### src/design/urb_pkg.sv
// urb_pkg: shared types and codes for the uart receive buffer
// no dependencies; used by urb_ctrl, urb_datapath and uart_receive_buffer
`timescale 1ns / 1ps

package urb_pkg;

   // request action codes
   localparam logic [1:0] ACTION_RECEIVE = 2'd0;
   localparam logic [1:0] ACTION_READ    = 2'd1;
   localparam logic [1:0] ACTION_QUERY   = 2'd2;

   // read status codes
   localparam logic [1:0] STATUS_NORMAL  = 2'd0;
   localparam logic [1:0] STATUS_DRAINED = 2'd1;
   localparam logic [1:0] STATUS_EMPTY   = 2'd2;

   typedef struct packed {
      logic [1:0] action;
      logic [7:0] rx_byte;
   } req_type;

   typedef struct packed {
      logic [7:0] read_data;
      logic       has_data;
      logic [1:0] read_status;
   } rsp_type;

   // controller to datapath commands
   typedef struct packed {
      logic load;
      logic exec;
   } cmd_type;

endpackage

### src/design/uart_receive_buffer.sv
// uart_receive_buffer: top level of the uart receive byte buffer
// depends on urb_pkg, urb_ctrl and urb_datapath
`timescale 1ns / 1ps
//
//   channel   ports                       direction  transfer when
//   request   start, busy, req_data       in         start high, busy low
//   result    rsp_strobe, rsp_data        out        rsp_strobe high (one cycle)
//
// for each request the accepting edge loads the request and
// reads the store at the read index, the next edge updates the indices and
// the result register; the result strobe is high in the cycle after that
// busy is high for one cycle per request, so a new request may be given
// while the previous result is on the strobe
// reset clears indices, empty flag and fill mark at once; the store itself
// is not cleared, entries at or above the fill mark read as zero
// the receiver cannot stall results; there is no back-pressure

module uart_receive_buffer #(
   parameter int DEPTH = 256
) (
   input  logic             clock,
   input  logic             reset,
   input  logic             start,
   output logic             busy,
   input  urb_pkg::req_type req_data,
   output logic             rsp_strobe,
   output urb_pkg::rsp_type rsp_data
);

   // commands from the sequencer to the datapath
   urb_pkg::cmd_type cmd;

   urb_ctrl u_ctrl (
      .clock      (clock),
      .reset      (reset),
      .start      (start),
      .busy       (busy),
      .rsp_strobe (rsp_strobe),
      .cmd        (cmd)
   );

   // store, read and write indices, empty flag, fill mark, result register
   urb_datapath #(
      .DEPTH (DEPTH)
   ) u_datapath (
      .clock   (clock),
      .reset   (reset),
      .cmd     (cmd),
      .req_in  (req_data),
      .rsp_out (rsp_data)
   );

endmodule

### src/design/urb_ctrl.sv
// urb_ctrl: sequencing state machine of the uart receive buffer
// depends on urb_pkg (cmd_type)
`timescale 1ns / 1ps

module urb_ctrl (
   input  logic             clock,
   input  logic             reset,
   input  logic             start,
   output logic             busy,
   output logic             rsp_strobe,
   output urb_pkg::cmd_type cmd
);

   typedef enum logic {
      ST_IDLE,
      ST_EXEC
   } state_type;

   state_type state_ff;
   logic      busy_ff;
   logic      strobe_ff;

   always_ff @(posedge clock) begin
      if (reset) begin
         state_ff  <= ST_IDLE;
         busy_ff   <= 1'b0;
         strobe_ff <= 1'b0;
      end else begin
         case (state_ff)
            ST_IDLE: begin
               strobe_ff <= 1'b0;
               if (start) begin
                  state_ff <= ST_EXEC;
                  busy_ff  <= 1'b1;
               end
            end
            ST_EXEC: begin
               state_ff  <= ST_IDLE;
               busy_ff   <= 1'b0;
               strobe_ff <= 1'b1;
            end
            default: begin
               state_ff  <= ST_IDLE;
               busy_ff   <= 1'b0;
               strobe_ff <= 1'b0;
            end
         endcase
      end
   end

   assign cmd.load   = start && (state_ff == ST_IDLE);
   assign cmd.exec   = (state_ff == ST_EXEC);
   assign busy       = busy_ff;
   assign rsp_strobe = strobe_ff;

   // every accepted request is followed by a result strobe once the exec state is through
   a_accept_to_strobe: assert property (@(posedge clock) disable iff (reset)
      cmd.load |-> ##2 strobe_ff)
      else $error("result strobe missing after accepted request");

   a_busy_tracks_exec: assert property (@(posedge clock) disable iff (reset)
      busy_ff == (state_ff == ST_EXEC))
      else $error("busy out of step with state");

   a_strobe_only_after_exec: assert property (@(posedge clock) disable iff (reset)
      strobe_ff |-> $past(state_ff == ST_EXEC))
      else $error("result strobe without an executed request");

endmodule

### src/design/urb_datapath.sv
// urb_datapath: byte store, indices, empty flag, fill mark and result registers
// depends on urb_pkg (req_type, rsp_type, cmd_type, action and status codes)
`timescale 1ns / 1ps

module urb_datapath #(
   parameter int DEPTH = 256
) (
   input  logic             clock,
   input  logic             reset,
   input  urb_pkg::cmd_type cmd,
   input  urb_pkg::req_type req_in,
   output urb_pkg::rsp_type rsp_out
);

   localparam int AW = (DEPTH > 1) ? $clog2(DEPTH) : 1;
   localparam int CW = AW + 1;

   logic [7:0]       mem [DEPTH];
   urb_pkg::req_type req_ff;
   logic [7:0]       rd_word_ff;
   logic [AW-1:0]    widx_ff, widx_in;
   logic [AW-1:0]    ridx_ff, ridx_in;
   logic             empty_ff, empty_in;
   logic [CW-1:0]    fill_ff, fill_in;     // entries below this have been written
   urb_pkg::rsp_type rsp_ff, rsp_in;

   logic [AW-1:0]    widx_eff;
   logic [7:0]       word;
   logic             caught_up;
   logic             do_write;

   function automatic logic [AW-1:0] advance(input logic [AW-1:0] idx);
      return (idx == AW'(DEPTH - 1)) ? '0 : idx + AW'(1);
   endfunction

   assign widx_eff  = empty_ff ? '0 : widx_ff;
   assign word      = ({1'b0, ridx_ff} < fill_ff) ? rd_word_ff : 8'd0;
   assign caught_up = (ridx_ff >= widx_ff);
   assign do_write  = cmd.exec && (req_ff.action == urb_pkg::ACTION_RECEIVE);

   always_comb begin
      widx_in  = widx_ff;
      ridx_in  = ridx_ff;
      empty_in = empty_ff;
      fill_in  = fill_ff;
      rsp_in.read_data   = 8'd0;
      rsp_in.read_status = urb_pkg::STATUS_NORMAL;
      case (req_ff.action)
         urb_pkg::ACTION_RECEIVE: begin
            widx_in = widx_eff;
            if ({1'b0, widx_eff} == fill_ff) fill_in = fill_ff + CW'(1);
            if (req_ff.rx_byte != 8'd0) begin
               empty_in = 1'b0;
               widx_in  = advance(widx_eff);
            end
         end
         urb_pkg::ACTION_READ: begin
            if (caught_up) begin
               rsp_in.read_data   = word;
               rsp_in.read_status = urb_pkg::STATUS_DRAINED;
               widx_in  = '0;
               ridx_in  = '0;
               empty_in = 1'b1;
            end else if (!empty_ff) begin
               rsp_in.read_data = word;
               ridx_in = advance(ridx_ff);
            end else begin
               rsp_in.read_status = urb_pkg::STATUS_EMPTY;
            end
         end
         urb_pkg::ACTION_QUERY: begin
            if (caught_up) begin
               widx_in  = '0;
               ridx_in  = '0;
               empty_in = 1'b1;
            end
         end
         default: begin
         end
      endcase
      rsp_in.has_data = !empty_in;
   end

   // store: a write in the exec of a receive request, a registered read when a request is loaded
   always_ff @(posedge clock) begin
      if (do_write) mem[widx_eff] <= req_ff.rx_byte;
      if (cmd.load) rd_word_ff <= mem[ridx_ff];
   end

   always_ff @(posedge clock) begin
      if (cmd.load) req_ff <= req_in;
      if (cmd.exec) rsp_ff <= rsp_in;
   end

   always_ff @(posedge clock) begin
      if (reset) begin
         widx_ff  <= '0;
         ridx_ff  <= '0;
         empty_ff <= 1'b1;
         fill_ff  <= '0;
      end else if (cmd.exec) begin
         widx_ff  <= widx_in;
         ridx_ff  <= ridx_in;
         empty_ff <= empty_in;
         fill_ff  <= fill_in;
      end
   end

   assign rsp_out = rsp_ff;

   a_empty_means_cleared: assert property (@(posedge clock) disable iff (reset)
      empty_ff |-> (widx_ff == '0) && (ridx_ff == '0))
      else $error("empty buffer with nonzero index");

   a_fill_bounded: assert property (@(posedge clock) disable iff (reset)
      (fill_ff <= CW'(DEPTH)) && ({1'b0, widx_ff} <= fill_ff))
      else $error("fill mark out of range");

endmodule

### config.mk
export PLATFORM = sky130hd
export DESIGN_NAME = uart_receive_buffer
export DESIGN_NICKNAME = d
export VERILOG_FILES = /design/src/design/urb_pkg.sv /design/src/design/uart_receive_buffer.sv /design/src/design/urb_ctrl.sv /design/src/design/urb_datapath.sv
export SDC_FILE = /design/constraint.sdc
export NUM_CORES = 2
export LEC_CHECK = 0
export CORE_ASPECT_RATIO = 2
export CORE_UTILIZATION = 45
export CTS_CLUSTER_DIAMETER = 30
export DETAILED_ROUTE_END_ITERATION = 7
export DONT_BUFFER_PORTS = 1
export PLACE_DENSITY = 0.58
export SYNTH_ARGS = -nofsm -noshare
export SYNTH_HDL_FRONTEND = slang
export SYNTH_SLANG_ARGS = --single-unit
### constraint.sdc
create_clock -name clock -period 4.9 [get_ports clock]
set_input_delay 0.49 -clock clock [delete_from_list [all_inputs] [get_ports clock]]
set_output_delay 0.49 -clock clock [all_outputs]
set_load 0.05 [all_outputs]
==> results.md <==
* Core Area at ~180000 µm²
* Gp weighted congestion at around 0.94
* DIE AREA at around 180000 µm²
* Syn Area/Cell at 20.8 µm²
* CTS tree: built
* Synth area leaders: edfxtp_1 76%, mux4_2 14%, nor2_1 1.4%
* Adder-cell share of the synthesized area at 0.00381
* Logic pwr share at 0.011
* Register bit total from synthesis at approximately 2100
* Ratio of cells with drive above 1 in the final layout at 0.257
* Die H at between 600 and 700 µm
* Clock skew at between 0.05 and 0.06 ns
* Cell taking the most area after synthesis: edfxtp_1
* Clock Path Buffers at 4
* Pre-antenna DRT Iters at 7
* Sequential area share after synthesis at 0.766
* Detailed Route WL at 237 mm
* DIE WIDTH at 304 µm
* Tot GR Track Use at 0.257
* Final Max Slew Viols at 0
* HP Class: primary input to flip-flop
* Crit. End Element: flip-flop
* Clk pwr share at 0.461
* Most frequent cell after synthesis: edfxtp_1
* Yosys warns at 0
* Compound-gate portion of the synthesized area at 0.0329
* Number of synthesized flops with an enable pin at about 2100
* Crit path max fanout at 38
* Most instantiated cells after synthesis: 2077 x edfxtp_1, 517 x mux4_2, 315 x nor2_1
* Final Hold Viols at 0
* CTS HTree Levels at 4
* Final setup fails at 0
* Post-synthesis mux area share at 0.147
* Via count at a little over 40000
* Post-DRT Antenna Nets at 0
* Filler cells at about 14000
* Max-Slew Margin vs Limit at 0.0930
* Status: complete, no violations
* Initial DRC count at approximately 4200
* Clock Latency Late Sink at 0.86 ns
* F_max at around 220 MHz
* Port Buffers at 0
* Switch Pwr at between 7 and 8 mW
* Least-Margin Pin Slew at 1.35 ns
* Power per cell area at ~400 nW/µm²
* Post-route clock period utilization at 0.931
* Clk pin slew, worst setup/hold paths at around 0.070 ns
* Vias in the first global route at between 40000 and 50000
* Largest family of logic cells by synthesized area: multiplexers
* Inserted Clock Buffers at approximately 220
* CP arrival at 5.16 ns
* Post-synth cell types at 69
* Pleak at around 28 nW
* Unrepaired setup endpoints after global routing: no
* Drt wl/cell at ~35 µm
* Finished Layout Cells at approximately 6700
* Synth top area share at 0.759
* Internal power at between 20 and 30 mW
* First-pass GRT wire length at about 330 mm
* CP startpoint kind: flip-flop
* Syn_nets at around 4000
* Gate Count Post-Synth at 3954
* Post-DP HPWL at approximately 150 mm
* Worst setup path category: flip-flop to flip-flop
* DRC Markers at 0
* DR vias/cell at slightly above 6
* Sw Share at 0.207
* Peak supply drop at roughly 0.28 mV
* Global route overflow at 0
* Setup tns final at 0 ns
* Initial antenna violation count at 10
* Synth Cell Area at a little over 80000 µm²
* Crit path required time at between 5 and 6 ns
* Number of placement rows at 221
* Post-CTS Setup Inserts at 0
* Ports at 26
* Placed insts at ~6300
* Post-synthesis xor/xnor area fraction at 0.00128
* CTS Sinks at ~2100
* Sequential share of power at 0.528
* Syn-to-layout area delta at 13.6%
* Post-layout min period at approximately 4.6 ns
* Post-synthesis simple-gate area fraction at 0.0321
* Final nets at ~4200
* Ys flop type: edfxtp_1
* Largest net degree at the start of global routing at about 220
* Starting Density at 0.453
* Async set-reset flop share out of synthesis at 0
* Max_cap viols at 0
* Root Driver: clkbuf_16
## layout by cell type, fill, tap and decap left out, types with 25 or more instances in the layout
cell        count
nand2_1        99
buf_12         29
nor3_1         33
mux4_2        517
inv_6          29
mux2i_1        36
ha_1           25
a221oi_1       42
nor2_1        313
a22o_1         38
buf_4         169
clkbuf_16     226
a21oi_1        61
o22ai_1        28
clkinv_2       25
nand3_1        63
o21ai_0        45
edfxtp_1     2077
a22oi_1        66
clkinvlp_4     28
## cell type report
class | instances | area [µm²] | area share
Inverter | 27 | 101 | 0.00108
Clock buffer | 251 | 5780 | 0.0619
Tap cell | 2341 | 2930 | 0.0314
Multi-Input combinational cell | 1582 | 17900 | 0.192
Clock inverter | 157 | 1730 | 0.0185
Antenna cell | 8 | 20.0 | 0.000214
Timing Repair Buffer | 210 | 1970 | 0.0211
Sequential cell | 2106 | 63000 | 0.674
## per-layer routing
layer,track usage,up-vias,routed length [µm]
li1,-,16900,-
met3,0.0301,585,12600
met5,0,-,23
met4,0.183,4,19200
met2,0.470,1724,128000
met1,0.275,22000,77500
## per-stage QoR
stage               hold WS, ns  setup WS (ns)  power (mW)  utilization  cell area, µm²
global route              0.127          0.235        38.3        0.515           93400
global placement          0.536          0.240        20.6        0.473           85800
detailed placement        0.548          0.280        20.6        0.473           85800
finish                    0.111          0.338        37.6        0.515           93400
CTS                      0.0458          0.262        37.7        0.515           93400
floorplan                 0.495          0.146        20.5            -           82200
## worst max-delay path: stages (launching register included)
cell	delay (ns)
dfxtp_4	0.79
buf_12	0.36
mux4_2	0.56
a22o_1	0.26
a221oi_1	0.58
o22ai_1	0.18
o21ai_0	0.74
buf_4	0.22
o21ai_0	0.12
buf_4	0.18
a211o_1	0.26
## power by group through the flow
stage | logic [mW] | clock network (mW) | registers (mW)
floorplan | 0.0446 | 0 | 20.4
global placement | 0.379 | 0 | 20.2
detailed placement | 0.397 | 0 | 20.2
CTS | 0.409 | 17.5 | 19.8
global route | 0.429 | 18.1 | 19.8
finish | 0.406 | 17.3 | 19.8
## worst paths after layout
| kind | start | to | slack (ns) | depth (start not counted) |
|---|---|---|---|---|
| worst min-delay path | reset | u_datapath.ridx_ff[0]$_SDFFE_PP0P_ | 0.11 | 3 |
| worst min register to register | u_datapath.widx_ff[1]$_SDFFE_PP0P_ | u_datapath.widx_ff[1]$_SDFFE_PP0P_ | 0.56 | 2 |
| worst max-delay path | u_datapath.ridx_ff[0]$_SDFFE_PP0P_ | u_datapath.rd_word_ff[6]$_DFFE_PP_ | 0.34 | 10 |
| worst max register to register | u_datapath.ridx_ff[0]$_SDFFE_PP0P_ | u_datapath.rd_word_ff[6]$_DFFE_PP_ | 0.34 | 10 |
## registers in the layout, indices dropped and copies added (netlist names), named ones only
name / flops
u_datapath.mem: 2048
u_datapath.rsp_out: 11
u_ctrl.rsp_strobe: 1
u_ctrl.state_ff: 1
u_datapath.ridx_ff: 8
u_datapath.rd_word_ff: 8
u_datapath.req_ff: 10
u_datapath.widx_ff: 8
u_ctrl.busy: 1
u_datapath.fill_ff: 9
## cells by family (layout without fill, tap and decap cells)
family	Yosys count	count (layout)
AO/OA/AOI/OAI	383	383
XOR/XNOR	12	12
flip-flops	2106	2106
adder cells (fa/ha/maj)	25	25
buffers and inverters	266	645
AND/OR/NAND/NOR	601	601
other	0	8
multiplexers	561	561
## timing repair
item | in CTS | in global routing
gates resized for setup | 0 | 0
hold buffers | 12 | 0
hold endpoints to repair | 39 | 0
Note: power is estimated with default switching activity, not from simulation.
